==> src/rtl/vks_pkg.sv <==
// ----------------------------------------------------------------------------
// vks_pkg: shared types, constants and helpers of the vehicle kinematic step
// Holds the item structs, the CORDIC request and result structs, the arctan
// table and the fixed-point rounding and saturation helpers.
// ----------------------------------------------------------------------------
package vks_pkg;

   // Default parameter values.
   localparam int CORDIC_ITERATIONS_DEF      = 16;
   localparam int POSITION_FRACTION_BITS_DEF = 16;

   // Reset wheel base is twenty whole units in Q8.8.
   localparam int DEFAULT_WHEEL_BASE_UNITS = 20;
   localparam logic [15:0] WHEEL_BASE_RESET = 16'(DEFAULT_WHEEL_BASE_UNITS * 256);
   localparam logic [15:0] VELOCITY_RESET   = 16'd256;

   // CORDIC gain 1/K in Q30.
   localparam logic signed [30:0] GAIN_Q30 = 31'sd652032874;

   // Datapath widths. The rotator width covers the largest length or difference
   // times 256, grown by the CORDIC gain.
   localparam int CORDIC_W     = 46;
   localparam int ANGLE_W      = 34;
   localparam int DELTA_W      = CORDIC_W - 8;
   localparam int ATAN_IDX_W   = 5;
   localparam int ATAN_W       = 30;
   localparam int CSR_INDEX_W  = 3;
   localparam int CSR_DATA_W   = 32;

   // Register indexes of the configuration port.
   localparam logic [CSR_INDEX_W-1:0] CSR_WHEEL_BASE    = 3'd0;
   localparam logic [CSR_INDEX_W-1:0] CSR_VELOCITY      = 3'd1;
   localparam logic [CSR_INDEX_W-1:0] CSR_START_X       = 3'd2;
   localparam logic [CSR_INDEX_W-1:0] CSR_START_Y       = 3'd3;
   localparam logic [CSR_INDEX_W-1:0] CSR_START_HEADING = 3'd4;

   // Item commands.
   localparam logic CMD_ADVANCE = 1'b0;
   localparam logic CMD_PLACE   = 1'b1;

   typedef enum logic {
      CM_POLAR  = 1'b0,
      CM_VECTOR = 1'b1
   } cordic_mode_type;

   typedef struct packed {
      logic               command;
      logic signed [15:0] steer_angle;
   } req_type;

   typedef struct packed {
      logic signed [15:0] rear_x;
      logic signed [15:0] rear_y;
      logic signed [15:0] front_x;
      logic signed [15:0] front_y;
      logic signed [15:0] heading;
   } rsp_type;

   typedef struct packed {
      cordic_mode_type    mode;
      logic signed [16:0] len;
      logic [15:0]        angle;
      logic signed [32:0] dx;
      logic signed [32:0] dy;
   } cordic_req_type;

   typedef struct packed {
      logic signed [DELTA_W-1:0] cx;
      logic signed [DELTA_W-1:0] cy;
      logic [15:0]               angle;
   } cordic_rsp_type;

   // atan(2^-i) as a 32-bit binary angle.
   function automatic logic [ATAN_W-1:0] atan_entry(input logic [ATAN_IDX_W-1:0] idx);
      logic [ATAN_W-1:0] a;
      case (idx)
         5'd0:    a = 30'd536870912;
         5'd1:    a = 30'd316933406;
         5'd2:    a = 30'd167458907;
         5'd3:    a = 30'd85004756;
         5'd4:    a = 30'd42667331;
         5'd5:    a = 30'd21354465;
         5'd6:    a = 30'd10679838;
         5'd7:    a = 30'd5340245;
         5'd8:    a = 30'd2670163;
         5'd9:    a = 30'd1335087;
         5'd10:   a = 30'd667544;
         5'd11:   a = 30'd333772;
         5'd12:   a = 30'd166886;
         5'd13:   a = 30'd83443;
         5'd14:   a = 30'd41722;
         5'd15:   a = 30'd20861;
         5'd16:   a = 30'd10430;
         5'd17:   a = 30'd5215;
         5'd18:   a = 30'd2608;
         5'd19:   a = 30'd1304;
         5'd20:   a = 30'd652;
         5'd21:   a = 30'd326;
         5'd22:   a = 30'd163;
         5'd23:   a = 30'd81;
         default: a = '0;
      endcase
      return a;
   endfunction

   // Position plus CORDIC offset, saturated to the signed 32-bit range.
   function automatic logic signed [31:0] sat_add(input logic signed [31:0] a,
                                                  input logic signed [DELTA_W-1:0] b);
      logic signed [DELTA_W:0] s;
      logic [DELTA_W-31:0]     upper;
      logic signed [31:0]      r;
      s     = {{(DELTA_W-31){a[31]}}, a} + {b[DELTA_W-1], b};
      upper = s[DELTA_W:31];
      if ((&upper) || !(|upper)) begin
         r = s[31:0];
      end else if (s[DELTA_W]) begin
         r = 32'sh8000_0000;
      end else begin
         r = 32'sh7FFF_FFFF;
      end
      return r;
   endfunction

   // Round a fixed-point position to whole units, half away from zero, and
   // saturate it to 16 bits.
   function automatic logic [15:0] round_coord(input logic signed [31:0] p,
                                               input int frac);
      logic [32:0] pe;
      logic [32:0] mag;
      logic [33:0] sum;
      logic [33:0] q;
      logic [15:0] r;
      pe  = {p[31], p};
      mag = p[31] ? (~pe + 33'd1) : pe;
      sum = {1'b0, mag} + (34'd1 << (frac - 1));
      q   = sum >> frac;
      if (!p[31]) begin
         r = (q > 34'd32767) ? 16'h7FFF : q[15:0];
      end else begin
         r = (q > 34'd32768) ? 16'h8000 : (~q[15:0] + 16'd1);
      end
      return r;
   endfunction

endpackage

==> src/rtl/vks_cordic.sv <==
// ----------------------------------------------------------------------------
// vks_cordic: shared iterative CORDIC unit
// One micro-rotation per cycle. Polar mode turns a length and angle into an
// offset; vectoring mode turns a difference vector into a binary angle.
// ----------------------------------------------------------------------------
module vks_cordic
   import vks_pkg::*;
#(
   parameter int ITERATIONS = CORDIC_ITERATIONS_DEF,
   parameter int FRAC_BITS  = POSITION_FRACTION_BITS_DEF
) (
   input  logic           clock,
   input  logic           reset,
   input  logic           start,
   input  cordic_req_type cmd,
   output logic           done,
   output cordic_rsp_type res
);

   localparam int LEN_SHIFT   = FRAC_BITS - 8;
   localparam int ROUND_SHIFT = 22 - LEN_SHIFT;
   localparam int PROD_W      = 48;
   localparam int CNT_W       = $clog2(ITERATIONS);
   localparam logic [CNT_W-1:0] LAST = CNT_W'(ITERATIONS - 1);
   localparam logic signed [PROD_W-1:0] ROUND_HALF = PROD_W'(64'd1 << (ROUND_SHIFT - 1));
   localparam logic signed [ANGLE_W-1:0] QUARTER   = ANGLE_W'(64'd1 << 30);
   localparam logic signed [ANGLE_W-1:0] HALF_TURN = ANGLE_W'(64'd1 << 31);
   localparam logic signed [ANGLE_W-1:0] ANG_RND   = ANGLE_W'(64'd1 << 15);
   localparam logic signed [CORDIC_W-1:0] OUT_RND  = CORDIC_W'(128);

   typedef enum logic [3:0] {
      C_IDLE = 4'b0001,
      C_INIT = 4'b0010,
      C_ITER = 4'b0100,
      C_DONE = 4'b1000
   } cstate_type;

   cstate_type                  state_ff, state_in;
   cordic_mode_type             mode_ff, mode_in;
   logic signed [CORDIC_W-1:0]  x_ff, x_in;
   logic signed [CORDIC_W-1:0]  y_ff, y_in;
   logic signed [ANGLE_W-1:0]   z_ff, z_in;
   logic signed [PROD_W-1:0]    prod_ff, prod_in;
   logic [CNT_W-1:0]            cnt_ff, cnt_in;

   logic signed [PROD_W-1:0]    rnd;
   logic signed [CORDIC_W-1:0]  x0;
   logic signed [CORDIC_W-1:0]  sx, sy;
   logic signed [CORDIC_W-1:0]  dxe, dye;
   logic signed [ANGLE_W-1:0]   at;
   logic signed [CORDIC_W-1:0]  rx, ry;
   logic signed [ANGLE_W-1:0]   zr;
   logic                        pos;
   logic                        can_start;

   always_comb begin
      state_in = state_ff;
      mode_in  = mode_ff;
      x_in     = x_ff;
      y_in     = y_ff;
      z_in     = z_ff;
      prod_in  = prod_ff;
      cnt_in   = cnt_ff;

      rnd = (prod_ff + ROUND_HALF) >>> ROUND_SHIFT;
      x0  = rnd[CORDIC_W-1:0];
      sx  = x_ff >>> cnt_ff;
      sy  = y_ff >>> cnt_ff;
      at  = {{(ANGLE_W-ATAN_W){1'b0}}, atan_entry(ATAN_IDX_W'(cnt_ff))};
      dxe = {{(CORDIC_W-33){cmd.dx[32]}}, cmd.dx} <<< 8;
      dye = {{(CORDIC_W-33){cmd.dy[32]}}, cmd.dy} <<< 8;
      // Polar turns towards z = 0; vectoring turns towards y = 0.
      if (mode_ff == CM_POLAR) begin
         pos = !z_ff[ANGLE_W-1];
      end else begin
         pos = !(!y_ff[CORDIC_W-1] && (|y_ff));
      end

      can_start = (state_ff == C_IDLE) || (state_ff == C_DONE);

      case (state_ff)
         C_INIT: begin
            y_in     = '0;
            cnt_in   = '0;
            state_in = C_ITER;
            if (z_ff > QUARTER) begin
               x_in = -x0;
               z_in = z_ff - HALF_TURN;
            end else if (z_ff < -QUARTER) begin
               x_in = -x0;
               z_in = z_ff + HALF_TURN;
            end else begin
               x_in = x0;
            end
         end
         C_ITER: begin
            if (pos) begin
               x_in = x_ff - sy;
               y_in = y_ff + sx;
               z_in = z_ff - at;
            end else begin
               x_in = x_ff + sy;
               y_in = y_ff - sx;
               z_in = z_ff + at;
            end
            if (cnt_ff == LAST) begin
               state_in = C_DONE;
            end else begin
               cnt_in = cnt_ff + 1'b1;
            end
         end
         C_DONE: begin
            state_in = C_IDLE;
         end
         C_IDLE: begin
            state_in = C_IDLE;
         end
         default: begin
            state_in = C_IDLE;
         end
      endcase

      if (can_start && start) begin
         mode_in = cmd.mode;
         cnt_in  = '0;
         if (cmd.mode == CM_POLAR) begin
            prod_in  = cmd.len * GAIN_Q30;
            z_in     = {{(ANGLE_W-32){cmd.angle[15]}}, cmd.angle, 16'b0};
            state_in = C_INIT;
         end else begin
            if (dxe[CORDIC_W-1]) begin
               x_in = -dxe;
               y_in = -dye;
               z_in = HALF_TURN;
            end else begin
               x_in = dxe;
               y_in = dye;
               z_in = '0;
            end
            state_in = C_ITER;
         end
      end
   end

   always_ff @(posedge clock) begin
      if (reset) begin
         state_ff <= C_IDLE;
         cnt_ff   <= '0;
         mode_ff  <= CM_POLAR;
      end else begin
         state_ff <= state_in;
         cnt_ff   <= cnt_in;
         mode_ff  <= mode_in;
      end
   end

   always_ff @(posedge clock) begin
      x_ff    <= x_in;
      y_ff    <= y_in;
      z_ff    <= z_in;
      prod_ff <= prod_in;
   end

   // Results are rounded from the final rotator state.
   always_comb begin
      rx        = (x_ff + OUT_RND) >>> 8;
      ry        = (y_ff + OUT_RND) >>> 8;
      zr        = z_ff + ANG_RND;
      res.cx    = rx[DELTA_W-1:0];
      res.cy    = ry[DELTA_W-1:0];
      res.angle = zr[31:16];
   end

   assign done = (state_ff == C_DONE);

   a_start_when_free: assert property (@(posedge clock) disable iff (reset)
      start |-> (state_ff == C_IDLE || state_ff == C_DONE))
      else $error("CORDIC start while a run is in progress");

   a_done_single: assert property (@(posedge clock) disable iff (reset)
      done |=> !done)
      else $error("CORDIC done held for more than one cycle");

   a_iter_runs_on: assert property (@(posedge clock) disable iff (reset)
      (state_ff == C_ITER && cnt_ff != LAST) |=> (state_ff == C_ITER))
      else $error("CORDIC left iteration before the last step");

endmodule

==> src/rtl/vehicle_kinematic_step.sv <==
// An advance item runs three rotations and one vectoring pass through the shared CORDIC
// unit, and leaves out the vectoring pass when front and rear coincide; a place item runs
// only one rotation. A stalled result holds the block in its output state.
// The block handles one item at a time: a new item is accepted only once the last one
// has left its output state.
// Synchronous active-high reset loads the default registers, zeroes the pose and clears the result valid flag.
// ----------------------------------------------------------------------------
// vehicle_kinematic_step: two-point kinematic bicycle model, one tick per item
// Keeps the rear axle point and heading, moves rear and front points by the
// configured velocity and derives the new heading from the front-rear vector.
// ----------------------------------------------------------------------------
module vehicle_kinematic_step
   import vks_pkg::*;
#(
   parameter int CORDIC_ITERATIONS      = CORDIC_ITERATIONS_DEF,
   parameter int POSITION_FRACTION_BITS = POSITION_FRACTION_BITS_DEF
) (
   input  logic                   clock,
   input  logic                   reset,
   input  logic                   req_valid,
   output logic                   req_stall,
   input  req_type                req_data,
   output logic                   rsp_valid,
   input  logic                   rsp_stall,
   output rsp_type                rsp_data,
   input  logic                   csr_write_en,
   input  logic [CSR_INDEX_W-1:0] csr_index,
   input  logic [CSR_DATA_W-1:0]  csr_wdata
);

   // The sequencer walks through the up to four CORDIC runs of an advance item.
   // A place item needs only the first run, which puts the front point one
   // wheel base ahead of the freshly loaded pose.
   typedef enum logic [6:0] {
      S_IDLE = 7'b0000001,
      S_RUN0 = 7'b0000010,
      S_RUN1 = 7'b0000100,
      S_RUN2 = 7'b0001000,
      S_VEC  = 7'b0010000,
      S_RUN3 = 7'b0100000,
      S_OUT  = 7'b1000000
   } seq_state_type;

   seq_state_type      state_ff, state_in;

   // Configuration registers.
   logic [15:0]        axle_gap_ff, axle_gap_in;
   logic [15:0]        speed_ff, speed_in;
   logic [31:0]        start_x_ff, start_x_in;
   logic [31:0]        start_y_ff, start_y_in;
   logic [15:0]        start_heading_ff, start_heading_in;

   // Vehicle state.
   logic signed [31:0] rear_x_ff, rear_x_in;
   logic signed [31:0] rear_y_ff, rear_y_in;
   logic [15:0]        heading_ff, heading_in;

   // Working registers of the current item.
   logic signed [31:0] front_x_ff, front_x_in;
   logic signed [31:0] front_y_ff, front_y_in;
   logic [15:0]        steer_ff, steer_in;
   logic               cmd_ff, cmd_in;

   // Result register.
   rsp_type            rsp_data_ff, rsp_data_in;
   logic               rsp_valid_ff, rsp_valid_in;

   // Shared CORDIC unit.
   logic               cstart;
   cordic_req_type     creq;
   logic               cdone;
   cordic_rsp_type     cres;

   logic signed [32:0] diff_x, diff_y;

   vks_cordic #(
      .ITERATIONS (CORDIC_ITERATIONS),
      .FRAC_BITS  (POSITION_FRACTION_BITS)
   ) u_cordic (
      .clock (clock),
      .reset (reset),
      .start (cstart),
      .cmd   (creq),
      .done  (cdone),
      .res   (cres)
   );

   // Configuration writes. Indexes beyond the register list are dropped.
   always_comb begin
      axle_gap_in      = axle_gap_ff;
      speed_in         = speed_ff;
      start_x_in       = start_x_ff;
      start_y_in       = start_y_ff;
      start_heading_in = start_heading_ff;
      if (csr_write_en) begin
         case (csr_index)
            CSR_WHEEL_BASE:    axle_gap_in      = csr_wdata[15:0];
            CSR_VELOCITY:      speed_in         = csr_wdata[15:0];
            CSR_START_X:       start_x_in       = csr_wdata;
            CSR_START_Y:       start_y_in       = csr_wdata;
            CSR_START_HEADING: start_heading_in = csr_wdata[15:0];
            default: begin
            end
         endcase
      end
   end

   // The front-rear vector feeds the vectoring pass. Both ends are saturated
   // 32-bit positions, so the difference needs 33 bits.
   assign diff_x = {front_x_ff[31], front_x_ff} - {rear_x_ff[31], rear_x_ff};
   assign diff_y = {front_y_ff[31], front_y_ff} - {rear_y_ff[31], rear_y_ff};

   always_comb begin
      state_in     = state_ff;
      rear_x_in    = rear_x_ff;
      rear_y_in    = rear_y_ff;
      heading_in   = heading_ff;
      front_x_in   = front_x_ff;
      front_y_in   = front_y_ff;
      steer_in     = steer_ff;
      cmd_in       = cmd_ff;
      rsp_data_in  = rsp_data_ff;
      rsp_valid_in = rsp_valid_ff;

      cstart     = 1'b0;
      creq.mode  = CM_POLAR;
      creq.len   = {1'b0, axle_gap_ff};
      creq.angle = heading_ff;
      creq.dx    = diff_x;
      creq.dy    = diff_y;

      // The downstream side has taken the waiting item.
      if (rsp_valid_ff && !rsp_stall) begin
         rsp_valid_in = 1'b0;
      end

      case (state_ff)
         S_IDLE: begin
            if (req_valid) begin
               cmd_in   = req_data.command;
               steer_in = req_data.steer_angle;
               // The first run always places the front point one wheel base
               // ahead of the rear along the current heading.
               if (req_data.command == CMD_PLACE) begin
                  rear_x_in  = start_x_ff;
                  rear_y_in  = start_y_ff;
                  heading_in = start_heading_ff;
                  creq.angle = start_heading_ff;
               end
               cstart   = 1'b1;
               state_in = S_RUN0;
            end
         end
         S_RUN0: begin
            if (cdone) begin
               front_x_in = sat_add(rear_x_ff, cres.cx);
               front_y_in = sat_add(rear_y_ff, cres.cy);
               if (cmd_ff == CMD_PLACE) begin
                  state_in = S_OUT;
               end else begin
                  // Rear moves by velocity along the heading.
                  creq.len   = {speed_ff[15], speed_ff};
                  creq.angle = heading_ff;
                  cstart     = 1'b1;
                  state_in   = S_RUN1;
               end
            end
         end
         S_RUN1: begin
            if (cdone) begin
               rear_x_in  = sat_add(rear_x_ff, cres.cx);
               rear_y_in  = sat_add(rear_y_ff, cres.cy);
               // Front moves by velocity along heading plus steering, which
               // wraps round the full turn.
               creq.len   = {speed_ff[15], speed_ff};
               creq.angle = heading_ff + steer_ff;
               cstart     = 1'b1;
               state_in   = S_RUN2;
            end
         end
         S_RUN2: begin
            if (cdone) begin
               front_x_in = sat_add(front_x_ff, cres.cx);
               front_y_in = sat_add(front_y_ff, cres.cy);
               state_in   = S_VEC;
            end
         end
         S_VEC: begin
            // When front and rear coincide the old heading is kept.
            if ((|diff_x) || (|diff_y)) begin
               creq.mode = CM_VECTOR;
               cstart    = 1'b1;
               state_in  = S_RUN3;
            end else begin
               state_in = S_OUT;
            end
         end
         S_RUN3: begin
            if (cdone) begin
               heading_in = cres.angle;
               state_in   = S_OUT;
            end
         end
         S_OUT: begin
            // Wait for the result register to be free before finishing.
            if (!rsp_valid_ff || !rsp_stall) begin
               rsp_data_in.rear_x  = round_coord(rear_x_ff, POSITION_FRACTION_BITS);
               rsp_data_in.rear_y  = round_coord(rear_y_ff, POSITION_FRACTION_BITS);
               rsp_data_in.front_x = round_coord(front_x_ff, POSITION_FRACTION_BITS);
               rsp_data_in.front_y = round_coord(front_y_ff, POSITION_FRACTION_BITS);
               rsp_data_in.heading = heading_ff;
               rsp_valid_in        = 1'b1;
               state_in            = S_IDLE;
            end
         end
         default: begin
            state_in = S_IDLE;
         end
      endcase
   end

   always_ff @(posedge clock) begin
      if (reset) begin
         state_ff         <= S_IDLE;
         axle_gap_ff      <= WHEEL_BASE_RESET;
         speed_ff         <= VELOCITY_RESET;
         start_x_ff       <= '0;
         start_y_ff       <= '0;
         start_heading_ff <= '0;
         rear_x_ff        <= '0;
         rear_y_ff        <= '0;
         heading_ff       <= '0;
         rsp_valid_ff     <= 1'b0;
      end else begin
         state_ff         <= state_in;
         axle_gap_ff      <= axle_gap_in;
         speed_ff         <= speed_in;
         start_x_ff       <= start_x_in;
         start_y_ff       <= start_y_in;
         start_heading_ff <= start_heading_in;
         rear_x_ff        <= rear_x_in;
         rear_y_ff        <= rear_y_in;
         heading_ff       <= heading_in;
         rsp_valid_ff     <= rsp_valid_in;
      end
   end

   always_ff @(posedge clock) begin
      front_x_ff  <= front_x_in;
      front_y_ff  <= front_y_in;
      steer_ff    <= steer_in;
      cmd_ff      <= cmd_in;
      rsp_data_ff <= rsp_data_in;
   end

   // The block takes a new item only between items; the result register
   // decouples it from the downstream side.
   assign req_stall = (state_ff != S_IDLE);
   assign rsp_valid = rsp_valid_ff;
   assign rsp_data  = rsp_data_ff;

   a_done_in_run: assert property (@(posedge clock) disable iff (reset)
      cdone |-> (state_ff == S_RUN0 || state_ff == S_RUN1 ||
                 state_ff == S_RUN2 || state_ff == S_RUN3))
      else $error("CORDIC finished outside a run state");

   a_result_not_overwritten: assert property (@(posedge clock) disable iff (reset)
      (state_ff == S_OUT && rsp_valid_ff && rsp_stall) |=>
         (state_ff == S_OUT && rsp_valid_ff))
      else $error("Pending result overwritten");

   a_place_one_run: assert property (@(posedge clock) disable iff (reset)
      (state_ff == S_RUN0 && cdone && cmd_ff == CMD_PLACE) |=> (state_ff == S_OUT))
      else $error("Place item did not finish after its single run");

endmodule

==> config.mk <==
export PLATFORM = sky130hd
export DESIGN_NAME = vehicle_kinematic_step
export DESIGN_NICKNAME = d
export VERILOG_FILES = /design/src/rtl/vks_pkg.sv /design/src/rtl/vks_cordic.sv /design/src/rtl/vehicle_kinematic_step.sv
export SDC_FILE = /design/constraint.sdc
export NUM_CORES = 2
export LEC_CHECK = 0
export ABC_AREA = 1
export BUFFER_PORTS_ARGS = -buffer_cell sky130_fd_sc_hd__buf_2
export CORE_UTILIZATION = 53
export CTS_CLUSTER_DIAMETER = 150
export DETAILED_ROUTE_END_ITERATION = 6
export PLACE_DENSITY = 0.7
export SLEW_MARGIN = 20
export SYNTH_ARGS = -nofsm -noshare
export SYNTH_HDL_FRONTEND = slang
export SYNTH_SLANG_ARGS = --single-unit
==> constraint.sdc <==
create_clock -name clock -period 6.5 [get_ports clock]
set_input_delay 0.325 -clock clock [delete_from_list [all_inputs] [get_ports clock]]
set_output_delay 0.325 -clock clock [all_outputs]
set_load 0.005 [all_outputs]
# Word-level counts from Yosys, hierarchy flattened
# Memory sizes are Yosys's and may differ from the RTL's. A register that Yosys moved wholly into a read port is not among the register bits.
# Index checks and enable logic that the tools add are counted.
# W data, S select, Z words.
dict set report op_classes {
  addsub 35
  n_mul 1
  n_lt_le_gt_ge 10
  n_eq_ne 27
  shift 2
  muxes 92
  bitwise_logic 9
  reduce_logical 51
}
# cell count
set ops {}
lappend ops {{$mux W32} 17}
lappend ops {{$mux W46} 10}
lappend ops {{$pmux W32 S2} 4}
lappend ops {{$mux W16} 15}
lappend ops {{$mux W33} 7}
lappend ops {{$pmux W46 S2} 2}
lappend ops {{$mux W34} 5}
lappend ops {{$add A32 B38 Y39} 4}
lappend ops {{$add A33 B16 Y34 const B} 4}
lappend ops {{$add A33 B1 Y33 const B} 4}
lappend ops {{$not A33 Y33} 4}
lappend ops {{$add A46 B46 Y46} 2}
lappend ops {{$add A46 B9 Y46 const B} 2}
lappend ops {{$neg A41 Y46} 2}
lappend ops {{$sshr A46 B4 Y46} 2}
lappend ops {{$sub A46 B46 Y46} 2}
lappend ops {{$gt A18 B15 Y1 const B} 4}
lappend ops {{$gt A18 B16 Y1 const B} 4}
lappend ops {{$pmux W34 S2} 1}
lappend ops {{$reduce_or A33 Y1} 2}
lappend ops {{$sub A32 B32 Y33} 2}
lappend ops {{$add A16 B1 Y16 const B} 4}
lappend ops {{$not A16 Y16} 4}
lappend ops {{$mux W7} 8}
lappend ops {{54 further kinds} 112}
dict set report word_totals {
  reg_bits 543
  romBits 480
  input_bits 57
  out_inout_bits 82
  wordCells 254
  n_memories 1
}
# name depth width read_ports rd_clocked_by_memory_dff wr line_no
set memory_table {}
lappend memory_table {{(name not given)} 16 30 1 1 0 vks_pkg.sv:76} ;# case (idx)

# Logic depth before layout (Yosys ltp)
dict set report depth {
  word_depth 8
  depth_mapped 39
  mapped_depth_nobuf 36
}

# Hierarchy
# From an unflattened synthesis, not the netlist that was laid out.
dict set report hier_totals {
  hier_cells 12595
  area_unflattened_um2 76455.8
}
# mod instances cells_each area_each_um2 seq_area_each_um2
set modules_own_cells {}
lappend modules_own_cells {vehicle_kinematic_step 1 6507 38804.7 8838.5}
lappend modules_own_cells {vks_cordic 1 6088 37651.1 4694.5}

# Worst setup path before layout
# OpenSTA, ideal clock, no wires.
dict set report synth_timing {
  path_kind {register to register}
  startpoint {register state_ff[3]}
  endpoint {register u_cordic.prod_ff[42], data pin}
  setup_ns 0.259
  arrival_ns 6.674
  required_ns 6.241
  setup_slack_ns -0.433
  path_stages_with_launch 34
  path_buffers 1
  period_less_slack_ns 6.933
  path_cell_list {dfxtp_1 -> inv_1 -> nand2_1 -> nor3_1 -> nand2_1 -> nand2_1 -> nand3_2 -> clkbuf_1 -> a32oi_1 -> inv_1 -> ha_1 -> inv_1 -> fa_1 -> fa_1 -> inv_1 -> fa_1 -> inv_1 -> fa_1 -> inv_1 -> fa_1 -> ha_1 -> nand2_1 -> nor2_1 -> inv_1 -> nor2_1 -> and3_1 -> nand2_1 -> nand2_1 -> nand2_1 -> nand2_1 -> nand2_1 -> nor3_1 -> nor2_1 -> xnor2_1}
}
dict set report synth_via {
  elab_chain_cells 3
  elab_cells_between_ends 4
  cone_classes {1 x mul; 2 x eq/ne; 1 x mux}
}
# item line_no
set synth_lines {}
lappend synth_lines {{start: declaration} vehicle_kinematic_step.sv:44} ;# seq_state_type state_ff, state_in;
lappend synth_lines {{start signal: assignment} vehicle_kinematic_step.sv:235} ;# state_ff <= state_in;
lappend synth_lines {{$eq A7 B3 Y1 / $eq A7 B2 Y1 (equally long branches)} vehicle_kinematic_step.sv:137} ;# case (state_ff)
lappend synth_lines {{$pmux W17 S2 (*)} vehicle_kinematic_step.sv:137}
lappend synth_lines {{$mul A17 B30 Y47 (*)} vks_cordic.sv:127} ;# prod_in = cmd.len * GAIN_Q30;
lappend synth_lines {{end signal: assignment} vks_cordic.sv:161} ;# prod_ff <= prod_in;
lappend synth_lines {{end: declaration} vks_cordic.sv:43} ;# logic signed [PROD_W-1:0] prod_ff, prod_in;
# Mark *: on every way between the ends. The rest lies on a longest branch, timed or not.
# A chain may end at the register's enable or synchronous reset.

# Worst setup path in the final report
dict set report layout_timing {
  startpoint {register u_cordic.state_ff[0]}
  endpoint {register u_cordic.prod_ff[47], data pin}
}
dict set report layout_via {
  elab_chain_cells 4
  elab_cells_between_ends 5
  cone_classes {1 x mul; 1 x eq/ne; 3 x mux}
}
# item line_no
set layout_lines {}
lappend layout_lines {{start: declaration} vks_cordic.sv:38} ;# cstate_type state_ff, state_in;
lappend layout_lines {{start signal: assignment} vks_cordic.sv:151} ;# state_ff <= state_in;
lappend layout_lines {{$eq A4 B4 Y1 (*)} vks_cordic.sv:174} ;# assign done = (state_ff == C_DONE);
lappend layout_lines {{$mux W33 (on tied branches)} {vehicle_kinematic_step.sv:170, vehicle_kinematic_step.sv:155}}
lappend layout_lines {{$pmux W17 S2 (*)} vehicle_kinematic_step.sv:137}
lappend layout_lines {{$mul A17 B30 Y47 (*)} vks_cordic.sv:127}
# Marked as above.

==> impl_metrics.py <==
metrics = {
    "hold_path": {
        "min_delay_path_depth": 3,
        "min_to": "start_x_ff[18]$_SDFFE_PP0P_",
        "min-delay-start": "csr_wdata[18]",
        "min_path_type": "input pin to register",
    },
    "timing": {
        "fin_tns_setup_ps": -2390,
        "rsz0062_at_grt": "true",
        "fmax_mhz": 148,
        "final-hold-violation-count": 0,
        "setup_slack_ps": -249,
        "slew_violations": 0,
        "slew_headroom_pct": 24.2,
        "fin_crit_ps": 6750,
        "skew_ps": 40.2,
        "tightest_slew_ps": 1130,
        "setup_violations": 24,
        "fin_crit_sh_pct": 104,
    },
    "synth": {
        "synth_area_leaders": "nand2_1 17%, edfxtp_1 9.1%, ha_1 9.1%",
        "syn_area_um2": 75600,
        "synth_top_area_share_pct": 17.3,
        "synth-seq-area-share_pct": 17.9,
        "ys_warn_count": 0,
        "syn_area_per_cell_um2": 6.14,
        "ys_ff_latch": 561,
        "synth_nets": 13100,
        "synth_ff_type": "dfxtp_1",
        "synth-edff-count": 230,
        "synth-async-reset-ratio_pct": 0,
        "synth.distinct_cells": 82,
        "synth_top_cell_by_area": "nand2_1",
        "synthCells": 12300,
    },
    "worst_setup_path": {
        "path_class": "register to register",
        "required_ps": 6930,
        "slowest_stage": "fa_2",
        "max_stage_delay_ps": 570,
        "r2r-start": "u_cordic.state_ff[0]$_SDFFE_PP1P_",
        "r2r_end": "u_cordic.prod_ff[47]$_DFFE_PP_",
        "worst_setup_path_start_kind": "register",
        "reg2reg_setup_slack_ps": -250,
        "cp_max_fo": 4,
        "endpoint_kind": "register",
        "cp-startpoint": "u_cordic.state_ff[0]$_SDFFE_PP1P_",
        "arrival_ps": 7180,
        "r2r_cells": 33,
        "cp_common_cell": "inv_2",
    },
    "run_status": {
        "status": "finished with violations",
        "violations": "setup timing",
    },
    "cts": {
        "cts_num_sinks": 561,
        "ctsLongestPathBuffers": 3,
        "cts_tree": "yes",
        "clk_latency_ps": 710,
        "cts_root_buf": "clkbuf_16",
        "clkSlewWorstSetupHoldPaths_ps": 70,
        "cts_buffers": 71,
        "h-tree-depth": 3,
    },
    "placed_design": {
        "port_buffers": 138,
        "dpl.hpwl_um": 255000,
        "place.gp.congestion": 1.07,
        "dp.cells": 14500,
        "placed_area_um2": 81200,
    },
    "finish": {
        "final_layout_size_suffix_gt1_share_pct": 10.3,
        "nFillCells": 13600,
        "ff_latch_area_um2": 13600,
        "area_delta_synth_final_pct": 13.0,
        "fin_util_pct": 60.4,
        "fin_area_um2": 85500,
        "finalNonFillerCells": 14700,
        "finalNetCount": 13600,
        "multiInputGateArea_um2": 55300,
    },
    "floorplanning": {
        "pin_count": 139,
        "initial_core_util_pct": 53.4,
        "rows": 138,
        "die-area_um2": 144000,
        "die_w_um": 380,
        "chipHeight_um": 380,
        "coreArea_um2": 142000,
    },
    "pwr": {
        "leakage_nw": 41.5,
        "power_mw": 37.8,
        "peakVddDrop_mv": 0.438,
        "power_density_nw_per_um2": 443,
    },
    "grt": {
        "grt_max_degree": 129,
        "antenna_found_initial": 13,
        "grt_pass1_vias": 81400,
        "grt_util_all_layers_pct": 42.2,
        "grt_pass1_wl_um": 477000,
        "grt-ovfl-total": 0,
    },
    "drt": {
        "first_pass_iters": 7,
        "viasPerCell": 5.91,
        "drt_iter0_drc": 10300,
        "routed-via-count": 86900,
        "wire_per_inst_um": 21.5,
        "wl_um": 316000,
        "drcViolationCount": 0,
        "ant_nets": 0,
    },
    "run": {
        "drv_cap": 0,
    },
}
cells in the mapped netlist, drive strengths merged, types with 20 or more instances:
cell type / number
o21ai: 875
ha: 551
a21o: 42
o21bai: 62
o22ai: 24
clkbuf: 170
a21boi: 27
nor2: 1287
nor4: 69
o221ai: 23
dfxtp: 331
o211ai: 74
mux2i: 20
xor2: 379
edfxtp: 230
nand3: 753
nor3: 193
nand3b: 30
nand4: 210
o21a: 41
a21oi: 817
inv: 1783
nand2: 3528
and3: 20
or2: 72
xnor2: 152
fa: 197
a31oi: 121
buf: 142
metal layers:
metal,global-route usage (%),share of wire (%),up-vias
met1,54.4,40,40100
met2,66.6,44,4826
met5,0,0.039,-
met3,8.32,10,930
met4,21.9,5.9,20
li1,-,-,41100
sequential cells by signal, indices dropped and copies added, names as in the netlist:
name	flops
u_cordic.y_ff	46
u_cordic.z_ff	34
steer_ff	16
front_y_ff	32
rear_x_ff	32
u_cordic.prod_ff	35
heading_ff	16
u_cordic.at	30
speed_ff	16
rsp_data	80
u_cordic.mode_ff	1
rear_y_ff	32
u_cordic.x_ff	46
start_heading_ff	16
start_y_ff	32
cmd_ff	1
state_ff	7
rsp_valid	1
start_x_ff	32
axle_gap_ff	16
front_x_ff	32
u_cordic.state_ff	4
u_cordic.cnt_ff	4
per-stage QoR:
step                      hold WS (ps)  setup WS (ps)
after floorplan                    424           14.0
after global placement             439           -426
after detailed placement           445           -573
after CTS                        0.973           -213
after global routing              23.8           -403
final                             32.5           -249
what timing repair did:
action                                  in CTS  in global routing
gates resized for setup                     95                220
endpoints found under the hold margin       40                  0
hold buffers                                31                  0
pin swaps                                   40                 65
buffers inserted                            17                 28
endpoints found under the setup margin      35                161
critical path: cells and delay by family (launching register included):
kind,cells,cell delay (ps)
DFF,1,340
AOI/OAI and AO/OA,6,960
xor gates and xnor gates,1,160
and+or+nand+nor,5,360
buffers and inverters,14,1300
adders and majority gates,7,3360
power by group:
group / switching, mW / total (mW) / internal (mW)
registers: 0.950 / 5.58 / 4.63
logic: 18.6 / 28.0 / 9.44
clock network: 1.86 / 4.27 / 2.41
placed cells by master (no fill, tap or decap), types with 90 or more instances in the layout:
cell and count:
a21oi_1 778, a31oi_1 115, buf_2 137, buf_4 466
dfxtp_1 316, edfxtp_1 230, fa_1 173, ha_1 520
inv_1 1690, inv_2 90, nand2_1 3452, nand3_1 731
nand4_1 204, nor2_1 1191, nor3_1 174, o21ai_0 781
xnor2_1 151, xor2_1 368
final cells by class:
cell class              count  area share (%)
multi-input cells        9650            64.7
flip-flops and latches    561            15.9
inverters                1796            7.90
repair buffers            668            5.90
well taps                1890            2.77
clock buffers              84            2.26
clock inverters            47           0.616
diodes                      6          0.0176
worst max path at each step:
stage,end,cells after the start
after global routing,u_cordic.prod_ff[42]$_DFFE_PP_,34
after global placement,u_cordic.prod_ff[47]$_DFFE_PP_,30
after detailed placement,u_cordic.prod_ff[39]$_DFFE_PP_,33
after floorplan,u_cordic.prod_ff[39]$_DFFE_PP_,31
after CTS,u_cordic.prod_ff[47]$_DFFE_PP_,30
final,u_cordic.prod_ff[47]$_DFFE_PP_,33
cells by family after synthesis:
family | Yosys count | share of synthesized area [%]
simple gates | 6173 | 34.4
compound gates | 2178 | 16.0
buf+inv | 2109 | 10.8
fa+ha+maj | 748 | 14.3
flops | 561 | 17.9
xor+xnor | 531 | 6.27
mux | 20 | 0.265
(Power assumes the default switching activity.)
